===== src/assert_macros.svh =====
// ---------------------------------------------------------------------------
// Assertion macros shared by the RTL files.
// ---------------------------------------------------------------------------
`ifndef ASSERT_MACROS_SVH
`define ASSERT_MACROS_SVH

// The condition must hold at every clock edge outside reset.
`define ASSERT_ALWAYS(label, clk, rst, cond, msg) \
  label: assert property (@(posedge clk) disable iff (rst) (cond)) else $error(msg);

// When the trigger holds, the condition must hold in the same cycle.
`define ASSERT_IMPL(label, clk, rst, trig, cond, msg) \
  label: assert property (@(posedge clk) disable iff (rst) (trig) |-> (cond)) \
    else $error(msg);

// When the trigger holds, the condition must hold in the next cycle.
`define ASSERT_NEXT(label, clk, rst, trig, cond, msg) \
  label: assert property (@(posedge clk) disable iff (rst) (trig) |=> (cond)) \
    else $error(msg);

`endif


===== src/mspf_pkg.sv =====
// ---------------------------------------------------------------------------
// mspf_pkg
// Constants, byte positions and CRC step functions for the set-command
// packet framer.
// ---------------------------------------------------------------------------
`timescale 1ns / 1ps
`default_nettype none

package mspf_pkg;

  // Packet layout.
  localparam int unsigned PKT_LEN   = 10;
  localparam int unsigned POS_W     = 4;

  localparam logic [POS_W-1:0] POS_ADDR   = 4'd0;
  localparam logic [POS_W-1:0] POS_CMD    = 4'd1;
  localparam logic [POS_W-1:0] POS_KIND   = 4'd2;
  localparam logic [POS_W-1:0] POS_CRC7   = 4'd3;
  localparam logic [POS_W-1:0] POS_MAG_LO = 4'd4;
  localparam logic [POS_W-1:0] POS_MAG_HI = 4'd5;
  localparam logic [POS_W-1:0] POS_TKIND  = 4'd6;
  localparam logic [POS_W-1:0] POS_TIDX   = 4'd7;
  localparam logic [POS_W-1:0] POS_C14_LO = 4'd8;
  localparam logic [POS_W-1:0] POS_C14_HI = 4'd9;

  // Field constants.
  localparam logic [7:0]  ADDR_OFFSET  = 8'd112;
  localparam logic [7:0]  CMD_SET      = 8'd40;
  localparam logic [7:0]  ADDR_RESET   = 8'd16;
  localparam logic [13:0] MAG_MAX      = 14'd16383;

  // CRC-7 (reflected) and CRC-14 (reflected) parameters.
  localparam logic [6:0]  CRC7_INIT    = 7'h7f;
  localparam logic [6:0]  CRC7_POLY    = 7'h76;
  localparam logic [6:0]  CRC7_XOR     = 7'h7f;
  localparam logic [13:0] CRC14_INIT   = 14'h3fff;
  localparam logic [13:0] CRC14_POLY   = 14'h22f0;
  localparam logic [13:0] CRC14_XOR    = 14'h3fff;

  // Register map.
  localparam logic REG_DEVICE_ADDRESS = 1'b0;

  // Fold one byte into a reflected CRC-7, eight shifts.
  function automatic logic [6:0] crc7_byte(input logic [6:0] crc, input logic [7:0] data);
    logic [7:0] c;
    c = {1'b0, crc} ^ data;
    for (int k = 0; k < 8; k++) begin
      if (c[0]) begin
        c = (c >> 1) ^ {1'b0, CRC7_POLY};
      end else begin
        c = c >> 1;
      end
    end
    return c[6:0];
  endfunction

  // Fold one byte into a reflected CRC-14, eight shifts.
  function automatic logic [13:0] crc14_byte(input logic [13:0] crc, input logic [7:0] data);
    logic [13:0] c;
    c = crc ^ {6'd0, data};
    for (int k = 0; k < 8; k++) begin
      if (c[0]) begin
        c = (c >> 1) ^ CRC14_POLY;
      end else begin
        c = c >> 1;
      end
    end
    return c;
  endfunction

endpackage

`default_nettype wire


===== src/motor_set_packet_framer.sv =====
// ---------------------------------------------------------------------------
// motor_set_packet_framer
// Turns one set command into a ten-byte motor-controller packet with a
// CRC-7 protected header and a CRC-14 protected payload.
// ---------------------------------------------------------------------------
// Each accepted request produces ten bytes on the master side, one per cycle
// while the sink is ready, with tlast on the tenth. The first byte is loaded
// into the output register after the accepted request sets the busy flag,
// and a new request is taken in the same cycle as the tenth byte is loaded, so
// packets follow without a gap while the sink is ready; the byte serializer
// folds each header and payload byte into its running CRC as it is loaded. The
// device address register is written over the APB port at byte address 0 and
// must only change while no packet is in flight.
`timescale 1ns / 1ps
`default_nettype none

`include "assert_macros.svh"

module motor_set_packet_framer (
  input  wire logic        clk,
  input  wire logic        rst,
  // Slave request stream.
  input  wire logic        s_tvalid,
  output logic             s_tready,
  // [7:0] set_kind, [15:8] target_kind, [23:16] target_index,
  // [38:24] signed_value, [39] zero
  input  wire logic [39:0] s_tdata,
  // Master packet stream.
  output logic             m_tvalid,
  input  wire logic        m_tready,
  // [7:0] packet_byte
  output logic [7:0]       m_tdata,
  output logic             m_tlast,
  // APB configuration port.
  input  wire logic        psel,
  input  wire logic        penable,
  input  wire logic        pwrite,
  input  wire logic [2:0]  paddr,
  input  wire logic [31:0] pwdata,
  output logic [31:0]      prdata,
  output logic             pready
);

  // Configuration register.
  logic [7:0] device_address;

  // Latched command.
  logic [7:0]  kind;
  logic [13:0] mag;
  logic [7:0]  tkind;
  logic [7:0]  tidx;

  // Serializer control.
  logic                      busy;
  logic [mspf_pkg::POS_W-1:0] pos;
  logic [6:0]                crc7;
  logic [13:0]               crc14;

  logic        adv;
  logic        s_accept;
  logic        last_pos;
  logic [7:0]  byte_next;
  logic [13:0] crc14_fin;

  // Request fields.
  logic [7:0]  in_set_kind;
  logic [7:0]  in_target_kind;
  logic [7:0]  in_target_index;
  logic [14:0] in_signed_value;
  logic        in_neg;
  logic [14:0] in_abs;
  logic [13:0] in_mag;

  assign in_set_kind     = s_tdata[7:0];
  assign in_target_kind  = s_tdata[15:8];
  assign in_target_index = s_tdata[23:16];
  assign in_signed_value = s_tdata[38:24];

  // Magnitude with saturation of the most negative value.
  assign in_neg = in_signed_value[14];
  assign in_abs = in_neg ? (15'd0 - in_signed_value) : in_signed_value;
  assign in_mag = in_abs[14] ? mspf_pkg::MAG_MAX : in_abs[13:0];

  // Handshake: the output register moves when empty or taken.
  assign adv      = !m_tvalid || m_tready;
  assign last_pos = (pos == mspf_pkg::POS_C14_HI);
  assign s_tready = !busy || (last_pos && adv);
  assign s_accept = s_tvalid && s_tready;

  // APB access.
  assign pready = 1'b1;
  always_comb begin
    prdata = 32'd0;
    if (paddr[2] == mspf_pkg::REG_DEVICE_ADDRESS) begin
      prdata = {24'd0, device_address};
    end
  end

  always_ff @(posedge clk) begin
    if (rst) begin
      device_address <= mspf_pkg::ADDR_RESET;
    end else if (psel && penable && pwrite && pready &&
                 (paddr[2] == mspf_pkg::REG_DEVICE_ADDRESS)) begin
      device_address <= pwdata[7:0];
    end
  end

  // Byte selection for the current packet position.
  assign crc14_fin = crc14 ^ mspf_pkg::CRC14_XOR;
  always_comb begin
    case (pos)
      mspf_pkg::POS_ADDR:   byte_next = device_address + mspf_pkg::ADDR_OFFSET;
      mspf_pkg::POS_CMD:    byte_next = mspf_pkg::CMD_SET;
      mspf_pkg::POS_KIND:   byte_next = kind;
      mspf_pkg::POS_CRC7:   byte_next = {1'b0, crc7 ^ mspf_pkg::CRC7_XOR};
      mspf_pkg::POS_MAG_LO: byte_next = {1'b0, mag[6:0]};
      mspf_pkg::POS_MAG_HI: byte_next = {1'b0, mag[13:7]};
      mspf_pkg::POS_TKIND:  byte_next = tkind;
      mspf_pkg::POS_TIDX:   byte_next = tidx;
      mspf_pkg::POS_C14_LO: byte_next = {1'b0, crc14_fin[6:0]};
      mspf_pkg::POS_C14_HI: byte_next = {1'b0, crc14_fin[13:7]};
      default:              byte_next = 8'd0;
    endcase
  end

  // Command latch; the kind byte is bumped for negative values.
  always_ff @(posedge clk) begin
    if (s_accept) begin
      kind  <= in_set_kind + {7'd0, in_neg};
      mag   <= in_mag;
      tkind <= in_target_kind;
      tidx  <= in_target_index;
    end
  end

  // Serializer position and busy flag.
  always_ff @(posedge clk) begin
    if (rst) begin
      busy <= 1'b0;
      pos  <= mspf_pkg::POS_ADDR;
    end else if (s_accept) begin
      busy <= 1'b1;
      pos  <= mspf_pkg::POS_ADDR;
    end else if (busy && adv) begin
      if (last_pos) begin
        busy <= 1'b0;
        pos  <= mspf_pkg::POS_ADDR;
      end else begin
        pos <= pos + 1'b1;
      end
    end
  end

  // Running CRCs, one byte folded in per emitted header or payload byte.
  always_ff @(posedge clk) begin
    if (busy && adv) begin
      case (pos)
        mspf_pkg::POS_ADDR:
          crc7 <= mspf_pkg::crc7_byte(mspf_pkg::CRC7_INIT, byte_next);
        mspf_pkg::POS_CMD, mspf_pkg::POS_KIND:
          crc7 <= mspf_pkg::crc7_byte(crc7, byte_next);
        mspf_pkg::POS_MAG_LO:
          crc14 <= mspf_pkg::crc14_byte(mspf_pkg::CRC14_INIT, byte_next);
        mspf_pkg::POS_MAG_HI, mspf_pkg::POS_TKIND, mspf_pkg::POS_TIDX:
          crc14 <= mspf_pkg::crc14_byte(crc14, byte_next);
        default: begin
        end
      endcase
    end
  end

  // Output register.
  always_ff @(posedge clk) begin
    if (rst) begin
      m_tvalid <= 1'b0;
    end else if (adv) begin
      m_tvalid <= busy;
    end
  end

  always_ff @(posedge clk) begin
    if (busy && adv) begin
      m_tdata <= byte_next;
      m_tlast <= last_pos;
    end
  end

  // Checks.
  `ASSERT_IMPL(a_accept_only_at_end, clk, rst, s_accept && busy, last_pos && adv,
    "request accepted while a packet is still being sent")
  `ASSERT_IMPL(a_pos_idle_zero, clk, rst, !busy, pos == mspf_pkg::POS_ADDR,
    "byte position not cleared while idle")
  `ASSERT_NEXT(a_busy_after_accept, clk, rst, s_accept, busy && pos == mspf_pkg::POS_ADDR,
    "serializer did not start after a request")
  `ASSERT_NEXT(a_last_loaded, clk, rst, busy && adv && last_pos, m_tvalid && m_tlast,
    "final byte not marked last")

endmodule

`default_nettype wire

===== config.mk =====
export PLATFORM = sky130hd
export DESIGN_NAME = motor_set_packet_framer
export DESIGN_NICKNAME = d
export VERILOG_FILES = /design/src/mspf_pkg.sv /design/src/motor_set_packet_framer.sv
export VERILOG_INCLUDE_DIRS = /design/src /design/src/src
export SDC_FILE = /design/constraint.sdc
export NUM_CORES = 1
export LEC_CHECK = 0
export ABC_AREA = 1
export BUFFER_PORTS_ARGS = -buffer_cell sky130_fd_sc_hd__buf_2
export CAP_MARGIN = 20
export CORE_MARGIN = 2
export CORE_UTILIZATION = 30
export CTS_CLUSTER_SIZE = 10
export DETAILED_ROUTE_END_ITERATION = 10
export PLACE_DENSITY = 0.59
export SYNTH_ARGS = -nofsm -noshare
export SYNTH_HDL_FRONTEND = slang
export SYNTH_SLANG_ARGS = --single-unit

===== constraint.sdc =====
create_clock -name clk -period 4.5 [get_ports clk]
set_input_delay 0 -clock clk [delete_from_list [all_inputs] [get_ports clk]]
set_output_delay 0 -clock clk [all_outputs]
set_load 0.05 [all_outputs]

# Word level (Yosys, flattened, before mapping)
# Index checks and enable logic that the tools add are counted.
# Widths: inputs -> output; s select.
[totals]
ff_bits = 82
[op_classes]
add_sub_neg = 4
eq_ne = 9
muxes = 97
bitwise_logic = 39
n_reduce_logical = 21
[ops]
columns = ["op", "count"]
rows = [
  ["$mux 14", 44],
  ["$mux 8", 29],
  ["$mux 7", 16],
  ["$not 5->6", 16],
  ["$not 5->5", 16],
  ["$pmux 8 s10", 1],
  ["$pmux 14 s2", 1],
  ["$eq 4x3->1 const B", 4],
  ["$mux 15", 1],
  ["$sub 1x15->15 const A", 1],
  ["$not 14->14", 1],
  ["$not 7->7", 2],
  ["$not 8->14", 1],
  ["$pmux 7 s2", 1],
  ["$xor 14x8->14", 1],
  ["$add 8x1->8", 1],
  ["$add 8x7->8 const B", 1],
  ["$eq 4x2->1 const B", 2],
  ["$eq 4x4->1 const B", 2],
  ["$reduce_bool 2->1", 4],
  ["$xor 7x8->8", 1],
  ["$logic_and 1x1->1", 6],
  ["$reduce_and 2->1", 3],
  ["$add 4x1->4 const B", 1],
  ["other kinds (9)", 14],
]

# Depth between registers and ports, before layout
[logic_depth]
word_depth = 34
mapped_depth = 21
mapped_depth_nobuf = 20

# Least setup slack after synthesis
# Ideal clock, no wire load.
[synth_path]
kind = "flip-flop to flip-flop"
start = "register pos[3] (netlist bit)"
end = "register kind[0], enable pin"
setup_ps = 393
arrival_time_ps = 3085
required_time_ps = 4107
path_slack_ps = 1023
path_stages_with_launch = 7
path_buffers = 0
path_cell_list = "dfxtp_1 inv_2 nor2_2 nand2_1 o21ai_0 nand2_1 inv_1"
[synth_between]
elab_chain_len = 4
[synth_lines]
columns = ["item", "line", "rtl"]
rows = [
  ["start: declaration", "motor_set_packet_framer.sv:55", "logic [mspf_pkg::POS_W-1:0] pos;"],
  ["start signal: assignment", "motor_set_packet_framer.sv:140", "pos <= mspf_pkg::POS_ADDR;"],
  ["start signal: assignment", "motor_set_packet_framer.sv:143", "pos <= mspf_pkg::POS_ADDR;"],
  ["start signal: assignment", "motor_set_packet_framer.sv:147", "pos <= mspf_pkg::POS_ADDR;"],
  ["$eq 4x4->1", "motor_set_packet_framer.sv:86", "assign last_pos = (pos == mspf_pkg::POS_C14_HI);"],
  ["$logic_and 1x1->1", "motor_set_packet_framer.sv:87", "assign s_tready = !busy || (last_pos && adv);"],
  ["$logic_or 1x1->1", "motor_set_packet_framer.sv:87", ""],
  ["net s_tready", "motor_set_packet_framer.sv:24", "output logic s_tready,"],
  ["$logic_and 1x1->1", "motor_set_packet_framer.sv:88", "assign s_accept = s_tvalid && s_tready;"],
  ["net s_accept", "motor_set_packet_framer.sv:60", "logic s_accept;"],
  ["end signal: assignment", "motor_set_packet_framer.sv:129", "kind <= in_set_kind + {7'd0, in_neg};"],
  ["end: declaration", "motor_set_packet_framer.sv:48", "logic [7:0] kind;"],
]
# The timed path passes the listed nets, and every way through them passes these cells.
# A chain may end at the register's enable or synchronous reset.

# Worst setup path after layout
[layout_path]
start = "register pos[0] (netlist bit)"
end = "register crc14[4] (data pin)"
[layout_between]
elab_chain_len = 30
word_cells_on_any_way = 73
classes_between = "9 x eq/ne; 46 x mux; 16 x bitwise; 2 x reduce/logical"
[layout_lines]
columns = ["item", "line", "rtl"]
rows = [
  ["$eq 4x4->1 (tied with other cells)", "motor_set_packet_framer.sv:111", "case (pos)"],
  ["$pmux 8 s10", "motor_set_packet_framer.sv:111", ""],
  ["$xor 14x8->14 or $not 8->14 (tied branches)", "--", ""],
  ["$mux 14", "mspf_pkg.sv:62", "if (c[0]) begin"],
  ["$mux 14", "motor_set_packet_framer.sv:157", "case (pos)"],
  ["$mux 14", "motor_set_packet_framer.sv:156", "if (busy && adv) begin"],
  ["$mux 14", "mspf_pkg.sv:62", ""],
  ["$mux 14", "motor_set_packet_framer.sv:157", ""],
  ["[14 not listed]", "--", ""],
  ["$mux 14", "motor_set_packet_framer.sv:156", ""],
  ["$not 5->6 (no source line)", "--", ""],
  ["$mux 14", "mspf_pkg.sv:62", ""],
  ["$mux 14", "motor_set_packet_framer.sv:157", ""],
  ["$mux 14", "motor_set_packet_framer.sv:156", ""],
  ["$not 5->6 (no source line)", "--", ""],
  ["$mux 14", "mspf_pkg.sv:62", ""],
  ["$pmux 14 s2 *", "motor_set_packet_framer.sv:157", ""],
  ["end signal: assignment", "motor_set_packet_framer.sv:163", "crc14 <= mspf_pkg::crc14_byte(mspf_pkg::CRC14_INIT, byte_next);"],
  ["end signal: assignment", "motor_set_packet_framer.sv:165", "crc14 <= mspf_pkg::crc14_byte(crc14, byte_next);"],
  ["end: declaration", "motor_set_packet_framer.sv:57", "logic [13:0] crc14;"],
]
# Mark *: on every way between the ends. The rest lies on a longest branch, timed or not. The select of a mux whose other input is x is not followed.

==> flow_summary.yaml <==
cells_and_area:
  final_layout_size_suffix_gt1_share_pct: 17.88
  final_cell_mix: "nand2_1, inv_1, nand3_1"
  antennaDiodeCount: 0
  final_common_cell: "nand2_1"
  area_delta_synth_final_pct: 19.32
  finish.net_count: 1004
sta:
  fin_ws_ps: 1132
  rsz0062_at_grt: "no"
  max_slew_margin_pct: 28.34
  fin_crit_sh_pct: 74.85
  setup-tns-final_ps: 0
  fmax_mhz: 296.9
  period_needed_ps: 3368
  hold_viol_final: 0
  drv_slew: 0
  worst_pin_slew_ps: 1071
  finalClockSkew_ps: 13.71
  setup_viol: 0
clocking:
  numClockSinks: 82
  worstSkewPairLatency_ps: 350
  tritoncts: "built"
  clkTransAtPathRegs_ps: 70
  cts_root_buf: "clkbuf_16"
  clockBufferDepth: 2
  cts_resized: 0
  numCtsBuffers: 9
  h-tree-depth: 3
worst_setup_path:
  required_ps: 4580
  crit_type: "register to register"
  reg2reg_to: "crc14[4]"
  critPathLaunch: "pos[0]"
  path_max_fanout: 10
  reg2reg_from: "pos[0]"
  cp-start-kind: "register"
  critPathArrivalTime_ps: 3450
  end_kind: "register"
  ff2ff_path_depth: 16
  rrSetupSlack_ps: 1130
place:
  routabilityCongestion: 0.9093
  preCtsSetupSlack_ps: 1187
  port_buffers: 73
  dp_hpwl_um: 12040
logic_synthesis:
  yosysUniqueCellTypes: 45
  synthCells: 808
  synth_area_mm2: 0.006257
  synth_edf_count: 68
  ys_ff_latch: 82
  yosysSeqAreaShare_pct: 37.11
  avgSynthCellArea_um2: 7.744
  async_reset_ff_share_pct: 0
  yosysWarnings: 0
  synthFlopType: "edfxtp_1"
route:
  vias_per_cell: 4.576
  post_drt_wl_per_cell_um: 13.25
  wl_um: 15810
  postRouteAntennaNets: 0
  drt_iter0_markers: 463
  drc_errors: 0
  vias: 5459
  dr.pass1.iters: 5
run_status:
  status: "finished, final reports clean"
floorplanning:
  die-area_mm2: 0.02203
  io_pins: 126
  die-width_um: 148.4
  core_mm2: 0.02036
  die_h_um: 148.4
  rows: 52
  start_util_pct: 30.73
pwr:
  leakagePower_uw: 0.003439
  seq_power_share_pct: 37.0
  sw_frac_of_total_pct: 35.36
  pwr-share-clk_pct: 31.4
  p_per_area_mw_per_mm2: 330.1
  switchingPower_uw: 871.3
  peakVddDrop_v: 0.0001637
  comb_power_share_pct: 31.6
  internal_power_uw: 1593
worst_hold_path:
  hold_path_depth: 3
  holdCritStartpoint: "s_tdata[27]"
  min_to: "mag[3]"
  hold_class: "input pin to register"
grt:
  grt_max_degree: 39
  grt_pass1_vias: 4942
  overflow: 0
  grt_pass1_wl_um: 25090
  antenna_found_initial: 0
  track_usage_pct: 14.56
job:
  drv_cap: 0
==> how the worst max path moves through the flow <==
stage                     slack, ps       end  cells past startpoint
final                          1130  crc14[4]                     16
after global routing            840  crc14[4]                     16
after CTS                      1180  crc14[4]                     16
after detailed placement       1190  crc14[2]                     13
after global placement         1210  crc14[2]                     13
after floorplan                1020   kind[0]                      6
==> flip-flops by register name, indices dropped and copies added, names as in the netlist, 7 cells and up <==
register / cells
crc14: 14
mag: 14
device_address: 8
kind: 8
m_tdata: 8
tidx: 8
tkind: 8
crc7: 7
==> cell families after synthesis <==
family | Yosys count | synth area share, %
fa+ha+maj | 4 | 0.7999
compound gates | 63 | 5.419
xor+xnor | 69 | 12.60
flops | 82 | 37.11
other cells | 2 | 0.1200
buf+inv | 127 | 9.858
simple gates | 461 | 34.09
==> critical path: stages (launching register included) <==
cell and delay (ps):
dfxtp_1 410, inv_1 130, nor2_2 240, nand2_1 210
o21ai_1 330, nor2_1 80, nand3b_1 610, xor2_1 380
nand2_1 90, nand2_1 160, inv_1 70, nand2_1 60
nand2_1 60, inv_1 50, nand2_1 50, nand3_1 70
nand2_1 90
==> power groups by stage <==
| stage | registers (uW) | logic, uW | clock network (uW) |
|---|---|---|---|
| floorplan | 946 | 582 | 0 |
| detailed placement | 929 | 750 | 0 |
| global route | 917 | 868 | 825 |
| finish | 913 | 779 | 773 |
| global placement | 928 | 740 | 0 |
| CTS | 913 | 776 | 793 |
==> Yosys cell counts (2+ instances only) <==
master | number | share of area, %
nand3_1 | 81 | 6.5
ha_1 | 4 | 0.80
and3_1 | 2 | 0.20
edfxtp_1 | 68 | 33
nand4_1 | 14 | 1.4
xor2_4 | 4 | 1.8
nand2_1 | 251 | 15
nor2_4 | 5 | 0.90
xnor2_2 | 2 | 0.52
clkinv_1 | 2 | 0.12
nand2_4 | 3 | 0.54
conb_1 | 2 | 0.12
o21ai_1 | 4 | 0.32
buf_6 | 3 | 0.54
buf_4 | 26 | 3.1
inv_2 | 5 | 0.30
nand2_2 | 20 | 2.0
nor2_1 | 48 | 2.9
a21oi_1 | 19 | 1.5
nand3_4 | 3 | 0.84
xor2_2 | 10 | 2.6
or2_2 | 4 | 0.40
nand3b_1 | 7 | 0.84
inv_1 | 82 | 4.9
o21ai_0 | 30 | 2.4
nor2_2 | 10 | 1.0
nand3_2 | 3 | 0.48
clkbuf_1 | 6 | 0.36
o211ai_1 | 5 | 0.60
nor3_1 | 7 | 0.56
xor2_1 | 42 | 5.9
dfxtp_1 | 14 | 4.5
xnor2_1 | 10 | 1.4
==> stage by stage <==
step | instances | hold WS [ps] | util (%) | instance area [um^2] | power [uW]
2_1_floorplan | 831 | 69.07 | - | 6344 | 1528
3_3_place_gp | 1141 | 178.3 | 33.38 | 6798 | 1668
3_5_place_dp | 1141 | 178.1 | 33.38 | 6798 | 1679
4_1_cts | 1193 | 10.23 | 36.66 | 7466 | 2482
5_1_grt | 1193 | 35.73 | 36.66 | 7466 | 2610
6_report | 1193 | 26.18 | 36.66 | 7466 | 2464
==> cell type report <==
cell class / count / area (um^2)
clock buffers: 9 / 225.2
inverters: 91 / 345.3
fillers: 2097 / 12900
repair buffers: 112 / 748.2
clock inverters: 7 / 82.58
multi-input cells: 622 / 3405
flip-flops and latches: 82 / 2322
well taps: 270 / 337.8
==> layer usage <==
metal	track usage, %	wire (um)	vias to the layer above
li1	-	-	2782
met1	20.53	7554	2503
met2	23.17	7182	160
met3	2.638	895	14
met4	3.619	176	0
met5	0	0	-
==> timing repair <==
item / CTS / global route
hold endpoints to repair: 36 / 0
endpoints found under the setup margin: 0 / 0
buffers inserted: 0 / 0
hold buffers: 36 / 0
(Power assumes the default switching activity.)
